File: src/rtl/pfsc_pkg.sv
`default_nettype none
// ----------------------------------------------------------------------------
// pfsc_pkg
// Shared types and constants of the PID fan speed controller.
// ----------------------------------------------------------------------------
package pfsc_pkg;

	// field widths
	localparam int ID_W    = 11;
	localparam int LEN_W   = 4;
	localparam int TEMP_W  = 16;
	localparam int GAIN_W  = 16;
	localparam int FAN_W   = 23;
	localparam int ERR_W   = 17;
	localparam int SUM_W   = 32;
	localparam int CIDX_W  = 3;
	localparam int CDATA_W = 16;

	// mode codes
	localparam logic [1:0] MODE_INIT    = 2'd0;
	localparam logic [1:0] MODE_IDLE    = 2'd1;
	localparam logic [1:0] MODE_COOLING = 2'd2;

	// register indexes
	localparam logic [CIDX_W-1:0] REG_SET_POINT = 3'd0;
	localparam logic [CIDX_W-1:0] REG_KP        = 3'd1;
	localparam logic [CIDX_W-1:0] REG_KI_DT     = 3'd2;
	localparam logic [CIDX_W-1:0] REG_KD_DIV_DT = 3'd3;
	localparam logic [CIDX_W-1:0] REG_TEMP_ID   = 3'd4;

	// reset values
	localparam logic signed [TEMP_W-1:0] SET_POINT_INIT = 16'sd2560; // 10.0 in Q8.8
	localparam logic [ID_W-1:0]          TEMP_ID_INIT   = 11'd256;
	localparam logic [FAN_W-1:0]         FAN_MAX        = 23'h7FFFFF;

	typedef struct packed {
		logic signed [TEMP_W-1:0] set_point;
		logic signed [GAIN_W-1:0] kp;
		logic signed [GAIN_W-1:0] ki_dt;
		logic signed [GAIN_W-1:0] kd_div_dt;
		logic [ID_W-1:0]          temperature_id;
	} cfg_t;

	typedef struct packed {
		logic step;   // matching frame leaves the pass: commit PID state
		logic clear;  // INIT mode pass: zero PID state
	} pid_ctrl_t;

	typedef struct packed {
		logic             drive_pos;  // truncated Q.8 drive above zero
		logic [FAN_W-1:0] drive_sat;  // drive clipped to fan range
	} pid_res_t;

endpackage
`default_nettype wire

File: src/rtl/pfsc_cfg_regs.sv
`default_nettype none
// ----------------------------------------------------------------------------
// pfsc_cfg_regs
// Configuration register file; INIT mode reloads the set point.
// ----------------------------------------------------------------------------
module pfsc_cfg_regs (
	input  wire logic                           clk,
	input  wire logic                           arst_n,
	input  wire logic                           wr_en,
	input  wire logic [pfsc_pkg::CIDX_W-1:0]    wr_index,
	input  wire logic [pfsc_pkg::CDATA_W-1:0]   wr_data,
	input  wire logic                           reload,
	output pfsc_pkg::cfg_t                      cfg
);

	pfsc_pkg::cfg_t cfg_q;

	always_ff @(posedge clk or negedge arst_n) begin
		if (!arst_n) begin
			cfg_q.set_point      <= pfsc_pkg::SET_POINT_INIT;
			cfg_q.kp             <= '0;
			cfg_q.ki_dt          <= '0;
			cfg_q.kd_div_dt      <= '0;
			cfg_q.temperature_id <= pfsc_pkg::TEMP_ID_INIT;
		end else begin
			if (wr_en) begin
				case (wr_index)
					pfsc_pkg::REG_SET_POINT: cfg_q.set_point <= $signed(wr_data);
					pfsc_pkg::REG_KP:        cfg_q.kp        <= $signed(wr_data);
					pfsc_pkg::REG_KI_DT:     cfg_q.ki_dt     <= $signed(wr_data);
					pfsc_pkg::REG_KD_DIV_DT: cfg_q.kd_div_dt <= $signed(wr_data);
					pfsc_pkg::REG_TEMP_ID:
						cfg_q.temperature_id <= wr_data[pfsc_pkg::ID_W-1:0];
					default: ;
				endcase
			end
			if (reload) begin
				cfg_q.set_point <= pfsc_pkg::SET_POINT_INIT;
			end
		end
	end

	assign cfg = cfg_q;

endmodule
`default_nettype wire

File: src/rtl/pfsc_pid_dp.sv
`default_nettype none
// ----------------------------------------------------------------------------
// pfsc_pid_dp
// PID datapath: error, saturating error sum, three products, drive.
// ----------------------------------------------------------------------------
module pfsc_pid_dp (
	input  wire logic                               clk,
	input  wire logic                               arst_n,
	input  wire pfsc_pkg::cfg_t                     cfg,
	input  wire logic signed [pfsc_pkg::TEMP_W-1:0] temp,
	input  wire pfsc_pkg::pid_ctrl_t                ctrl,
	output pfsc_pkg::pid_res_t                      res
);

	localparam int FULL_W = 50;

	logic signed [pfsc_pkg::SUM_W-1:0] error_sum_q;
	logic signed [pfsc_pkg::ERR_W-1:0] prev_error_q;

	logic signed [pfsc_pkg::ERR_W-1:0] err;
	logic signed [pfsc_pkg::SUM_W:0]   sum_wide;
	logic signed [pfsc_pkg::SUM_W-1:0] sum_next;
	logic signed [pfsc_pkg::ERR_W:0]   derr;
	logic signed [32:0]                p_term;
	logic signed [47:0]                i_term;
	logic signed [33:0]                d_term;
	logic signed [FULL_W-1:0]          full;

	always_comb begin
		err = $signed({temp[pfsc_pkg::TEMP_W-1], temp})
		    - $signed({cfg.set_point[pfsc_pkg::TEMP_W-1], cfg.set_point});
		sum_wide = $signed({error_sum_q[pfsc_pkg::SUM_W-1], error_sum_q})
		         + $signed({{(pfsc_pkg::SUM_W+1-pfsc_pkg::ERR_W){err[pfsc_pkg::ERR_W-1]}}, err});
		// clip to the 32-bit signed range
		if (sum_wide[pfsc_pkg::SUM_W] != sum_wide[pfsc_pkg::SUM_W-1]) begin
			sum_next = sum_wide[pfsc_pkg::SUM_W] ? $signed({1'b1, {(pfsc_pkg::SUM_W-1){1'b0}}})
			                                     : $signed({1'b0, {(pfsc_pkg::SUM_W-1){1'b1}}});
		end else begin
			sum_next = sum_wide[pfsc_pkg::SUM_W-1:0];
		end
		derr = $signed({err[pfsc_pkg::ERR_W-1], err})
		     - $signed({prev_error_q[pfsc_pkg::ERR_W-1], prev_error_q});
		p_term = cfg.kp * err;
		i_term = cfg.ki_dt * sum_next;
		d_term = cfg.kd_div_dt * derr;
		full = $signed({{(FULL_W-33){p_term[32]}}, p_term})
		     + $signed({{(FULL_W-48){i_term[47]}}, i_term})
		     + $signed({{(FULL_W-34){d_term[33]}}, d_term});
		// positive after dropping eight fraction bits
		res.drive_pos = !full[FULL_W-1] && (|full[FULL_W-2:8]);
		if (|full[FULL_W-2:pfsc_pkg::FAN_W+8]) begin
			res.drive_sat = pfsc_pkg::FAN_MAX;
		end else begin
			res.drive_sat = full[pfsc_pkg::FAN_W+7:8];
		end
	end

	always_ff @(posedge clk or negedge arst_n) begin
		if (!arst_n) begin
			error_sum_q  <= '0;
			prev_error_q <= '0;
		end else if (ctrl.clear) begin
			error_sum_q  <= '0;
			prev_error_q <= '0;
		end else if (ctrl.step) begin
			error_sum_q  <= sum_next;
			prev_error_q <= err;
		end
	end

endmodule
`default_nettype wire

File: src/rtl/pid_fan_speed_controller.sv
`default_nettype none
// ----------------------------------------------------------------------------
// pid_fan_speed_controller
// A frame accepted into the frame register (_s1) moves its result (if any)
// into the result register. Throughput: one frame per cycle unless fan_speed
// stalls; the error-sum feedback closes within the single s1-to-result pass.
// Reset (arst_n low): registers to their reset values, mode INIT, PID state
// zero, both pipeline slots empty.
// ----------------------------------------------------------------------------
// One frame is one control tick. A frame whose id matches temperature_id
// and whose length is nonzero runs a PID step; any other frame has drive 0.
// The mode machine then decides whether a fan_speed transaction goes out:
//   INIT    - clears PID state, reloads the set point, moves to IDLE, silent.
//   IDLE    - positive drive: to COOLING, silent; else sends speed 0.
//   COOLING - non-positive drive: to IDLE, silent; else sends clipped drive.
// The unused mode code behaves as INIT.
// The frame register (_s1) advances whenever the result register is empty
// or is being taken, so a waiting result holds off new frames only once the
// frame register is occupied as well.
// ----------------------------------------------------------------------------
module pid_fan_speed_controller (
	input  wire logic                                clk,
	input  wire logic                                arst_n,
	// frame channel
	input  wire logic                                in_valid,
	output logic                                     in_stall,
	input  wire logic [pfsc_pkg::ID_W-1:0]           frame_id,
	input  wire logic [pfsc_pkg::LEN_W-1:0]          frame_len,
	input  wire logic signed [pfsc_pkg::TEMP_W-1:0]  temperature,
	// fan speed channel
	output logic                                     out_valid,
	input  wire logic                                out_stall,
	output logic [pfsc_pkg::FAN_W-1:0]               fan_speed,
	// configuration writes
	input  wire logic                                cfg_valid,
	output logic                                     cfg_ready,
	input  wire logic [pfsc_pkg::CIDX_W-1:0]         cfg_index,
	input  wire logic [pfsc_pkg::CDATA_W-1:0]        cfg_data
);

	// frame register
	logic                               valid_s1;
	logic [pfsc_pkg::ID_W-1:0]          frame_id_s1;
	logic [pfsc_pkg::LEN_W-1:0]         frame_len_s1;
	logic signed [pfsc_pkg::TEMP_W-1:0] temperature_s1;

	// result register and mode
	logic                               out_valid_q;
	logic [pfsc_pkg::FAN_W-1:0]         fan_speed_q;
	logic [1:0]                         mode_q;

	logic                               adv;
	logic                               accept;
	logic                               match;
	logic                               is_init;
	logic                               emit;
	logic [pfsc_pkg::FAN_W-1:0]         emit_val;
	logic [1:0]                         mode_next;

	pfsc_pkg::cfg_t                     cfg;
	pfsc_pkg::pid_ctrl_t                ctrl;
	pfsc_pkg::pid_res_t                 res;

	// frame leaves s1 when the result slot is free or draining this cycle
	assign adv      = valid_s1 && (!out_valid_q || !out_stall);
	assign in_stall = valid_s1 && !adv;
	assign accept   = in_valid && !in_stall;
	assign cfg_ready = 1'b1;

	assign match   = (frame_id_s1 == cfg.temperature_id) && (frame_len_s1 != '0);
	assign is_init = (mode_q != pfsc_pkg::MODE_IDLE) && (mode_q != pfsc_pkg::MODE_COOLING);

	assign ctrl = '{step: adv && match, clear: adv && is_init};

	pfsc_cfg_regs u_cfg (
		.clk      (clk),
		.arst_n   (arst_n),
		.wr_en    (cfg_valid && cfg_ready),
		.wr_index (cfg_index),
		.wr_data  (cfg_data),
		.reload   (ctrl.clear),
		.cfg      (cfg)
	);

	pfsc_pid_dp u_dp (
		.clk    (clk),
		.arst_n (arst_n),
		.cfg    (cfg),
		.temp   (temperature_s1),
		.ctrl   (ctrl),
		.res    (res)
	);

	// mode decision; non-matching frames count as zero drive
	always_comb begin
		logic pos;
		pos       = match && res.drive_pos;
		emit      = 1'b0;
		emit_val  = '0;
		mode_next = mode_q;
		case (mode_q)
			pfsc_pkg::MODE_IDLE: begin
				if (pos) begin
					mode_next = pfsc_pkg::MODE_COOLING;
				end else begin
					emit = 1'b1;
				end
			end
			pfsc_pkg::MODE_COOLING: begin
				if (!pos) begin
					mode_next = pfsc_pkg::MODE_IDLE;
				end else begin
					emit     = 1'b1;
					emit_val = res.drive_sat;
				end
			end
			default: begin
				mode_next = pfsc_pkg::MODE_IDLE;
			end
		endcase
	end

	always_ff @(posedge clk or negedge arst_n) begin
		if (!arst_n) begin
			valid_s1    <= 1'b0;
			out_valid_q <= 1'b0;
			mode_q      <= pfsc_pkg::MODE_INIT;
		end else begin
			if (accept) begin
				valid_s1 <= 1'b1;
			end else if (adv) begin
				valid_s1 <= 1'b0;
			end
			if (adv) begin
				out_valid_q <= emit;
				mode_q      <= mode_next;
			end else if (!out_stall) begin
				out_valid_q <= 1'b0;
			end
		end
	end

	// payload registers, no reset
	always_ff @(posedge clk) begin
		if (accept) begin
			frame_id_s1    <= frame_id;
			frame_len_s1   <= frame_len;
			temperature_s1 <= temperature;
		end
		if (adv && emit) begin
			fan_speed_q <= emit_val;
		end
	end

	assign out_valid = out_valid_q;
	assign fan_speed = fan_speed_q;

endmodule
`default_nettype wire

File: config.mk
export PLATFORM = sky130hd
export DESIGN_NAME = pid_fan_speed_controller
export DESIGN_NICKNAME = d
export VERILOG_FILES = /design/src/rtl/pfsc_pkg.sv /design/src/rtl/pfsc_cfg_regs.sv /design/src/rtl/pfsc_pid_dp.sv /design/src/rtl/pid_fan_speed_controller.sv
export SDC_FILE = /design/constraint.sdc
export NUM_CORES = 2
export LEC_CHECK = 0
export BUFFER_PORTS_ARGS = -buffer_cell sky130_fd_sc_hd__buf_4
export CORE_ASPECT_RATIO = 0.7
export CORE_MARGIN = 2
export CORE_UTILIZATION = 65
export DETAILED_ROUTE_END_ITERATION = 8
export PLACE_DENSITY = 0.83
export RECOVER_POWER = 100
export SLEW_MARGIN = 30
export SYNTH_ARGS = -nofsm -noshare
export SYNTH_HDL_FRONTEND = slang
export SYNTH_HIERARCHICAL = 1
export SYNTH_SLANG_ARGS = --single-unit
File: constraint.sdc
create_clock -name clk -period 21.3 [get_ports clk]
set_input_delay 1.065 -clock clk [delete_from_list [all_inputs] [get_ports clk]]
set_output_delay 1.065 -clock clk [all_outputs]
set_load 0.01 [all_outputs]
### After elaboration in Yosys (flattened, before gate mapping)

Index checks and enable logic that the tools add are counted.

| cells by class | value |
|---|---|
| $add $sub $neg | 5 |
| mux-type cells | 24 |
| reductions and logical operators | 31 |
| shift operators | 0 |
| multiply operators | 3 |
| bitwise operators | 0 |
| order comparisons | 0 |
| eq/ne operators | 13 |
| div/mod/pow operators | 0 |

Operator list:

| operator | number |
|---|---|
| two-way mux 32 bit | 4 |
| two-way mux 16 bit | 5 |
| two-way mux 75 bit | 1 |
| adder 49 x 34 -> 50 bit | 1 |
| adder 33 x 48 -> 49 bit | 1 |
| multiplier 16 x 32 -> 48 bit | 1 |
| OR reduction 41 bit | 1 |
| multiplier 16 x 18 -> 34 bit | 1 |
| two-way mux 17 bit | 2 |
| adder 32 x 17 -> 33 bit | 1 |
| multiplier 16 x 17 -> 33 bit | 1 |
| two-way mux 23 bit | 1 |
| OR reduction 18 bit | 1 |
| subtractor 17 x 17 -> 18 bit | 1 |
| subtractor 16 x 16 -> 17 bit | 1 |
| AND reduction 2 bit | 6 |
| == test 11 bit | 1 |
| two-way mux 11 bit | 1 |
| logical AND 1 bit | 10 |
| nonzero test 2 bit | 4 |
| == test 3 x 2 -> 1 bit, second input constant | 2 |
| two-way mux 1 bit | 6 |
| != test 2 bit, second input constant | 3 |
| logical NOT 1 bit | 5 |
| other kinds (13) | 15 |

| word-level totals | value |
|---|---|
| RAM bits | 0 |
| output and inout port bits | 26 |
| bits in latches | 0 |
| memories | 0 |
| ROM bits | 0 |
| bits in registers | 182 |
| bits of input ports | 55 |
| logic and storage cells | 90 |

### Logic depth before layout (Yosys ltp)

| depth | value |
|---|---|
| depth after elaboration | 13 |
| mapped depth | 62 |
| mapped depth without buffers | 58 |

### Cells and area by module

Netlist, hierarchy kept.

By module, submodules not included:

| module | times used | cells an instance | area an instance (µm²) | seq. area each (µm²) |
|---|---|---|---|---|
| pfsc_pid_dp | 1 | 5065 | 46390.7 | 1226.2 |
| pfsc_cfg_regs | 1 | 198 | 3154.3 | 1880.6 |
| pid_fan_speed_controller | 1 | 127 | 2177.1 | 1721.7 |

### Worst setup path before layout

Ideal clock, no wire load.

| timing | value |
|---|---|
| path kind | register to register |
| from | reg u_cfg.cfg_q (netlist bit u_cfg/cfg[61]) |
| to | reg fan_speed_q (netlist bit fan_speed[0]), enable pin |
| cell stages (with the launch flop) | 60 |
| required time | 20.897 ns |
| setup time | 0.403 ns |
| data arrival time | 14.643 ns |
| period minus slack after synthesis | 15.046 ns |
| path slack | 6.254 ns |
| path buffers | 5 |
| cell sequence | dfrtp_1 -> inv_1 -> ha_1 -> nor2b_1 -> o21ai_0 -> a21boi_0 -> o21ai_0 -> a21boi_0 -> o2111ai_1 -> a311oi_1 -> o21a_1 -> o31ai_1 -> clkbuf_1 -> ha_1 -> clkbuf_1 -> a21o_1 -> a21o_1 -> a21oi_1 -> (+24 left out) -> inv_1 -> ha_1 -> clkbuf_1 -> a211oi_1 -> o21bai_1 -> o21ai_0 -> nand2b_1 -> a31oi_1 -> o21ai_0 -> a21oi_1 -> a211oi_1 -> o2111ai_1 -> nor3_4 -> a31oi_1 -> inv_1 -> or4b_4 -> mux2i_1 -> nor2_1 |

RTL lines:

| element | line | text |
|---|---|---|
| from (decl) | pfsc_cfg_regs.sv:16 | `pfsc_pkg::cfg_t cfg_q;` |
| to (signal assigned) | pid_fan_speed_controller.sv:151 | `fan_speed_q <= emit_val;` |
| to (decl) | pid_fan_speed_controller.sv:49 | `logic [pfsc_pkg::FAN_W-1:0] fan_speed_q;` |

==> summary.md <==
| Metric | Value |
|---|---|
| IO Port Bufs | `79` |
| Num CTS Buffers | `17` |
| Routed Antenna Nets | `0` |
| Synth Warn # | `6` |
| EDFF count, synth | `54` |
| Initial Utilization | `65.67%` |
| Routability cong. | `1.020` |
| Die ar. | `81880 um2` |
| Vias | `37790` |
| Setup TNS | `0 ns` |
| DPL Wire Length | `124.8 mm` |
| Clock-pin slew on the worst setup and hold paths | `0.10 ns` |
| Top cells by area, synth | `fa_1, inv_1, ha_1` |
| Vias per cell | `5.875` |
| Resize count post-CTS | `0` |
| Critical path depth | `60` |
| Async SR Flop Fraction | `70.33%` |
| WL final | `149.3 mm` |
| Hold Path Depth | `1` |
| Total GRT Usage | `38.84%` |
| Max_cap viols | `5` |
| CP delay by family, top | `adder cells` |
| Synth area leader | `fa_1` |
| Tightest hold margin | `0.5181 ns` |
| Clk buf depth | `2` |
| Syn_nets | `7020` |
| Finish-stage setup viols | `0` |
| Layout cells sized above 1 | `5.080%` |
| Final Net Count | `6991` |
| Post-CTS Setup Bufs | `0` |
| Synth top area share | `49.58%` |
| Critical path's largest stage delay | `1.59 ns` |
| Area of the core | `78770 um2` |
| Crit Path Category | `reg2reg` |
| Hold crit path type | `reg2reg` |
| Distinct cells, synth | `86` |
| Layout overhead on the synthesized area | `4.158%` |
| I/O pins | `81` |
| Register area share after synthesis | `9.335%` |
| Worst Path Buf+Inv | `14` |
| Die width | `341.2 um` |
| Worst Reg-to-Reg Cells | `60` |
| Worst Path Required | `21.45 ns` |
| Clock latency on the worst-skew pair | `0.52 ns` |
| Critical Path Source Type | `flip-flop` |
| Slew HR | `-241.0%` |
| Failing checks | `max-capacitance violations, max-slew violations` |
| Primary FF master, synth | `dfrtp_1` |
| First-pass GRT wire length | `236.8 mm` |
| Layout Skew | `0.01649 ns` |
| GR Overflow Total | `0` |
| Post-Synthesis Cells | `5390` |
| Root Buffer | `clkbuf_16` |
| 1st-iter DRT viols | `3766` |
| Antenna violations before repair | `7` |
| Achievable frequency | `0.05359 GHz` |
| RSZ-0062 raised after global routing | `no` |
| Post-layout util | `68.40%` |
| Final hold violation count | `0` |
| Slew @ Worst Pin | `5.114 ns` |
| Number of clock sinks | `182` |
| Largest net degree at the start of global routing | `82` |
| Arrival time at the worst endpoint | `18.81 ns` |
| CTS hold repair buffers | `0` |
| Row count | `86` |
| Synthesized flop and latch total | `182` |
| Worst-path maximum fanout | `34` |
| CTS tree | `yes` |
| Post-synthesis instance area | `51720 um2` |
| Slowest cell on the critical path | `clkbuf_1` |
| Status | `finished with violations` |
| Die Ht | `240.0 um` |
| Drt first pass iters | `6` |
| Min cycle time layout | `18.66 ns` |
| Vias in the first global route | `40060` |
| Commonest cells after routing, fill and taps aside | `fa_1, inv_1, nand2_1` |
| H-tree depth | `4` |
| DRC errors left | `0` |
| Avg Inst Size Synth | `9.596 um2` |
| CP Capture Type | `flip-flop` |
| Routed len/inst | `23.22 um` |
| Period utilization | `87.61%` |
| Final Max Slew Viols | `236` |
| Commonest non-fill, non-tap cell in the layout | `fa_1` |
## synthesized netlist by cell type (all sizes together) (60+ instances only)
cell / number
a21oi: 104
and2: 300
clkbuf: 179
dfrtp: 125
fa: 1281
ha: 294
inv: 1273
mux2: 61
nand2: 835
nand2b: 71
nor2: 158
o21ai: 95
xnor2: 60
## area by class of cell
type | instances | area, um2
clock inverter | 15 | 206.4
fill | 5897 | 24890
inverter | 1276 | 4790
antenna | 2 | 5.005
tap | 1056 | 1321
sequential | 182 | 4832
timing repair buffer | 176 | 1175
multi-input combinational | 3708 | 41120
clock buffer | 17 | 425.4
## worst register-to-register path: cells and delay by family, from the launching register on
family / cells / cell delay, ns
fa+ha+maj: 13 / 6.26
compound gates: 24 / 5.79
mux: 1 / 0.19
flops: 1 / 0.36
simple gates: 8 / 2.01
buf+inv: 14 / 3.71
## stage by stage
stage	setup slack (ns)	cells	instance area, um2
2_1_floorplan	6.254	5390	51720
3_3_place_gp	4.590	6397	53470
3_5_place_dp	4.222	6398	53480
4_1_cts	4.147	6430	54110
5_1_grt	1.521	6430	53870
6_report	2.638	6432	53870
## worst paths after layout
path | startpoint | end | slack (ns)
setup / recovery | temperature_s1[0] | fan_speed[17] | 2.64
max in group asynchronous | arst_n | u_dp/error_sum_q[19] | 14.04
hold / removal | u_cfg/cfg[41] | u_cfg/cfg[41] | 0.52
setup reg to reg | temperature_s1[0] | fan_speed[17] | 2.64
min in group asynchronous | arst_n | u_cfg/cfg[5] | 2.38
hold reg to reg | u_cfg/cfg[41] | u_cfg/cfg[41] | 0.52
## state kept, by name (all words and copies together), names as in the netlist
name / count
frame_id_s1: 11
u_cfg/cfg: 75
u_dp/error_sum_q: 32
mode_q: 2
out_valid: 1
valid_s1: 1
frame_len_s1: 4
fan_speed: 23
u_dp/prev_error_q: 17
temperature_s1: 16
## metal layers
layer / vias up / routed length, um / global-route usage, %
met5: - / 218 / 1.488
met2: 2509 / 58400 / 51.65
met1: 19160 / 59920 / 56.31
li1: 15840 / - / -
met3: 276 / 27310 / 20.24
met4: 10 / 3482 / 8.450
## cells by family after synthesis
kind of cell    Yosys count  synth area share, %
fa+ha+maj              1584                56.87
xor+xnor                100                1.693
simple gates           1545                14.05
compound gates          380                4.708
buf+inv                1500                11.15
mux                      98                2.189
other cells               1             0.007250
flops                   182                9.335
Power is left out: the tool's default activity adds up to more than one toggle a clock period on the data nets, which glitch-free logic cannot reach.
